==> src/rtl/ggph_pkg.sv <==
// Package for the geographic grid point histogram.
// Holds grid and count sizes, coordinate constants, and controller/datapath types.
// No dependencies.
package ggph_pkg;

  // Grid geometry and counter size
  localparam int unsigned GRID_SIZE  = 256;
  localparam int unsigned COUNT_BITS = 16;
  localparam int unsigned GRID_BITS  = $clog2(GRID_SIZE);
  localparam int unsigned ADDR_BITS  = 2 * GRID_BITS;
  localparam int unsigned DEPTH      = GRID_SIZE * GRID_SIZE;

  // Grid extent in minutes of arc
  localparam int unsigned LAT_SOUTH = 600;
  localparam int unsigned LAT_SPAN  = 2160;
  localparam int unsigned LON_WEST  = 7320;
  localparam int unsigned LON_SPAN  = 1920;

  // DDMM to minutes: degrees = (v * DDMM_RECIP) >> DDMM_SHIFT, exact for v < 2^15
  localparam int unsigned DDMM_BITS      = 15;
  localparam int unsigned DDMM_RECIP     = 5243;
  localparam int unsigned DDMM_RECIP_BITS = 13;
  localparam int unsigned DDMM_SHIFT     = 19;
  localparam int unsigned DDMM_PROD_BITS = DDMM_BITS + DDMM_RECIP_BITS;
  localparam int unsigned DEG_BITS       = DDMM_PROD_BITS - DDMM_SHIFT;
  localparam int unsigned DDMM_DEG_SCALE = 100;
  localparam int unsigned MIN_PER_DEG    = 60;
  localparam int unsigned MIN_BITS       = 15;

  // Cell quotient by reciprocal multiply: q = (offset * RECIP) >> SHIFT
  // equals trunc(offset * GRID_SIZE / span) for every offset a DDMM field can give
  localparam int unsigned OFS_BITS  = 14;
  localparam int unsigned X_SHIFT   = 18;
  localparam int unsigned Y_SHIFT   = 20;
  localparam int unsigned X_RECIP   = ((2 ** X_SHIFT) * GRID_SIZE + LON_SPAN - 1) / LON_SPAN;
  localparam int unsigned Y_RECIP   = ((2 ** Y_SHIFT) * GRID_SIZE + LAT_SPAN - 1) / LAT_SPAN;
  localparam int unsigned PROD_BITS = 31;
  localparam int unsigned QUO_BITS  = 11;

  // Action codes
  localparam logic ACT_ADD  = 1'b0;
  localparam logic ACT_READ = 1'b1;

  typedef enum logic [2:0] {
    S_CLEAR,
    S_IDLE,
    S_MINS,
    S_DIVX,
    S_WAITX,
    S_WAITY,
    S_LOOKUP,
    S_DONE
  } ggph_state_e;

  typedef struct packed {
    logic load;       // latch input item
    logic mins;       // form minutes and grid offsets
    logic div_start;  // launch quotient unit
    logic div_sel_y;  // quotient unit works on latitude
    logic cap_x;      // capture column from quotient
    logic cap_y;      // capture row from quotient
    logic lookup;     // form cell address, issue memory read
    logic finish;     // write back and load output register
    logic clear_we;   // clearing pass write
  } ggph_cmd_t;

  typedef struct packed {
    logic act_read;
    logic div_done;
    logic out_free;
    logic clear_last;
  } ggph_status_t;

endpackage

==> src/rtl/ggph_ctrl.sv <==
// Controller state machine: clearing pass, item sequencing, divider launches.
// Depends on ggph_pkg for the state, command and status types.
module ggph_ctrl import ggph_pkg::*; (
  input  logic         clk_i,
  input  logic         rst_ni,
  input  logic         in_valid_i,
  output logic         in_ready_o,
  input  ggph_status_t status_i,
  output ggph_cmd_t    cmd_o
);

  ggph_state_e state_q, state_d;

  // State register
  always_ff @(posedge clk_i or negedge rst_ni) begin
    if (!rst_ni) begin
      state_q <= S_CLEAR;
    end else begin
      state_q <= state_d;
    end
  end

  // Next state and commands
  always_comb begin
    state_d    = state_q;
    cmd_o      = '0;
    in_ready_o = 1'b0;
    case (state_q)
      S_CLEAR: begin
        cmd_o.clear_we = 1'b1;
        if (status_i.clear_last) begin
          state_d = S_IDLE;
        end
      end
      S_IDLE: begin
        in_ready_o = 1'b1;
        if (in_valid_i) begin
          cmd_o.load = 1'b1;
          state_d    = S_MINS;
        end
      end
      S_MINS: begin
        cmd_o.mins = 1'b1;
        state_d    = status_i.act_read ? S_LOOKUP : S_DIVX;
      end
      S_DIVX: begin
        cmd_o.div_start = 1'b1;
        state_d         = S_WAITX;
      end
      S_WAITX: begin
        if (status_i.div_done) begin
          cmd_o.cap_x     = 1'b1;
          cmd_o.div_start = 1'b1;
          cmd_o.div_sel_y = 1'b1;
          state_d         = S_WAITY;
        end
      end
      S_WAITY: begin
        cmd_o.div_sel_y = 1'b1;
        if (status_i.div_done) begin
          cmd_o.cap_y = 1'b1;
          state_d     = S_LOOKUP;
        end
      end
      S_LOOKUP: begin
        cmd_o.lookup = 1'b1;
        state_d      = S_DONE;
      end
      S_DONE: begin
        if (status_i.out_free) begin
          cmd_o.finish = 1'b1;
          state_d      = S_IDLE;
        end
      end
      default: begin
        state_d = S_CLEAR;
      end
    endcase
  end

endmodule

==> config.mk <==
export PLATFORM = sky130hd
export DESIGN_NAME = ggph_ctrl
export DESIGN_NICKNAME = d
export VERILOG_FILES = /design/src/rtl/ggph_pkg.sv /design/src/rtl/ggph_ctrl.sv
export SDC_FILE = /design/constraint.sdc
export NUM_CORES = 1
export LEC_CHECK = 0
export ABC_AREA = 1
export BUFFER_PORTS_ARGS = -buffer_cell sky130_fd_sc_hd__buf_2
export CORE_AREA = 8 8 45 47
export CTS_CLUSTER_SIZE = 25
export DETAILED_ROUTE_END_ITERATION = 16
export DIE_AREA = 0 0 53 55
export PLACE_DENSITY_LB_ADDON = 0.25
export SYNTH_ARGS = -nofsm -noshare
export SYNTH_HDL_FRONTEND = slang
export SYNTH_SLANG_ARGS = --single-unit
==> constraint.sdc <==
create_clock -name clk_i -period 3.27 [get_ports clk_i]
set_input_delay 0.654 -clock clk_i [delete_from_list [all_inputs] [get_ports clk_i]]
set_output_delay 0.654 -clock clk_i [all_outputs]
set_load 0.02 [all_outputs]
==> impl_metrics.yaml <==
worst_setup_path:
  cp.arrival_ns: 1.38
  start_kind: "flop"
  rrSetupSlack_ns: 2.13
  reg2reg_from: "state_q[0]$_DFFE_PN0P_"
  r2r-end: "state_q[0]$_DFFE_PN0P_"
  path_class: "reg2out"
  ff2ff_path_depth: 7
  path_max_fanout: 8
  cp.required_ns: 2.62
  critPathCaptureType: "primary output"
timing:
  hold_viol: 0
  worst_slew_pin_slew_ns: 0.3000
  max_freq_mhz: 492.4
  worst_hold_slack_ns: 0.2096
  rsz0062_at_grt: "false"
  setup_viol: 0
  slew_viol_final: 0
  fin_skew_ns: 0.001809
  fin_crit_sh_pct: 62.10
  post-route-min-period_ns: 2.031
  setup_tns_ns: 0
  relSlewSlack_pct: 80.00
clock_tree:
  cts.sinks: 3
  cts_max_path_buffers: 2
  postCtsSetupBuffers: 0
  cts_hold_buf: 0
  cts_buffers: 3
  insertion_delay_ns: 0.23
  htreeDepth: 1
  clkTransAtPathRegs_ns: 0.04
  cts_resized: 0
  cts_tree: "built"
  cts-root-buf: "clkbuf_4"
final_layout:
  syn_to_final_growth_pct: 40.43
  final_nets: 73
  diodes: 0
  largest_register: "state_q"
  largestRegisters: "state_q (3)"
  finish.utilization_pct: 29.20
  largest_reg_flops: 3
  fin_cells: 81
  drive_gt1_share_pct: 41.54
synthesis:
  avgSynthCellArea_sq_um: 6.123
  ys_ff_latch: 3
  syn_inst: 47
  ys_types: 17
  syn_nets: 54
  yosysWarnings: 0
  syn-cell-area_sq_um: 287.8
  synth-seq-area-share_pct: 26.09
detailed_routing:
  wl_met1_microns: 375
  drc_errors: 0
  wl_met2_microns: 387
  topRoutingLayerUsed: "met3"
  wirelength_microns: 833
  wl_met3_microns: 70
  via_count: 349
  avgViaCountPerCell: 4.309
  firstDrtPassIters: 2
  ant_nets: 0
  drt_iter0_markers: 4
  wire_per_inst_microns: 10.28
grt:
  first_global_vias: 328
  grt_max_degree: 9
  antenna_found_initial: 0
  track_usage_pct: 6.072
  grt_overflow: 0
  grt_pass1_wl_mm: 1.324
die:
  die_area_sq_um: 2915
  core_area_sq_um: 1384
  start_util_pct: 20.80
  fp.dieH_microns: 55
  fp-row-count: 14
  die_x_microns: 53
  io_pins: 17
run_status:
  status: "complete, no violations"
run:
  maxCapViolCount: 0
place:
  dpl.cell_count: 77
  gp_congestion: 0.7659
  dpl.hpwl_microns: 679
  io_buffer_count: 16
power_and_ir_drop:
  power_density_nw_per_um2: 1061
  irDropWorstVdd_mv: 0.3145
  p_leak_nw: 0.2395
hold_path:
  hp-class: "in2async"
-- where the power goes --
group          switching, mW  internal [mW]
Clock                 0.0181         0.0457
Combinational          0.175         0.0901
Sequential            0.0428         0.0568
-- worst max-delay path, stage by stage, from the launching register on --
cell	delay, ns
dfrtp_1	0.47
inv_2	0.13
nand2_2	0.07
nor3_1	0.17
o21bai_1	0.13
buf_2	0.17
-- final cells by class --
class | instances | area [sq um]
timing repair buffer | 16 | 80.08
clock buffer | 4 | 26.28
multi-input combinational | 34 | 172.7
sequential | 3 | 75.07
fill | 167 | 979.7
tap | 16 | 20.02
inverter | 8 | 30.03
-- synthesized netlist by cell type (all sizes together) --
| master | number | area (sq um) |
|---|---|---|
| nand3 | 3 | 20.02 |
| buf | 2 | 10.01 |
| a21oi | 2 | 10.01 |
| nor4 | 1 | 6.260 |
| nor2 | 6 | 27.52 |
| nand2 | 12 | 50.05 |
| inv | 8 | 30.03 |
| dfrtp | 3 | 75.07 |
| nor3 | 4 | 20.02 |
| o21bai | 2 | 15.01 |
| nand3b | 1 | 7.510 |
| o21ai | 2 | 10.01 |
| nand4 | 1 | 6.260 |
-- metal layers --
metal / vias up / GRT usage (%)
met1: 151 / 6.555
met3: 0 / 2.406
met2: 10 / 9.766
met5: - / 0
li1: 188 / -
met4: 0 / 3.879
-- cells by family after synthesis --
logic type | share of synthesized area, %
AND/OR/NAND/NOR | 47.83
buffers and inverters | 13.91
AO/OA/AOI/OAI | 12.17
flip-flops | 26.09
-- worst max-delay path by stage --
stage	start	to	cells past startpoint
after floorplan	status_i[2]	cmd_o[6]	3
final	state_q[1]$_DFFE_PN0P_	cmd_o[6]	5
after global routing	state_q[1]$_DFFE_PN0P_	cmd_o[6]	5
after global placement	status_i[2]	cmd_o[6]	5
after detailed placement	status_i[2]	cmd_o[6]	5
after CTS	state_q[1]$_DFFE_PN0P_	cmd_o[6]	5
-- through the flow --
stage          setup slack (ns)  area (sq um)  power (mW)
2_1_floorplan             1.061         287.8      0.2978
3_3_place_gp              1.332         377.9      0.3724
3_5_place_dp              1.316         377.9      0.3697
4_1_cts                   1.219         404.1      0.4377
5_1_grt                   1.130         404.1      0.4788
6_report                  1.239         404.1      0.4288
-- cell usage in the layout, fill, tap and decap left out, drive strengths merged, types with 2 or more instances in the layout --
cell,count
dfrtp,3
a21oi,2
nor2,6
nand3,3
clkbuf,4
nand2,12
inv,8
buf,16
nor3,4
o21ai,2
o21bai,2
Note: power is estimated with default switching activity, not from simulation.
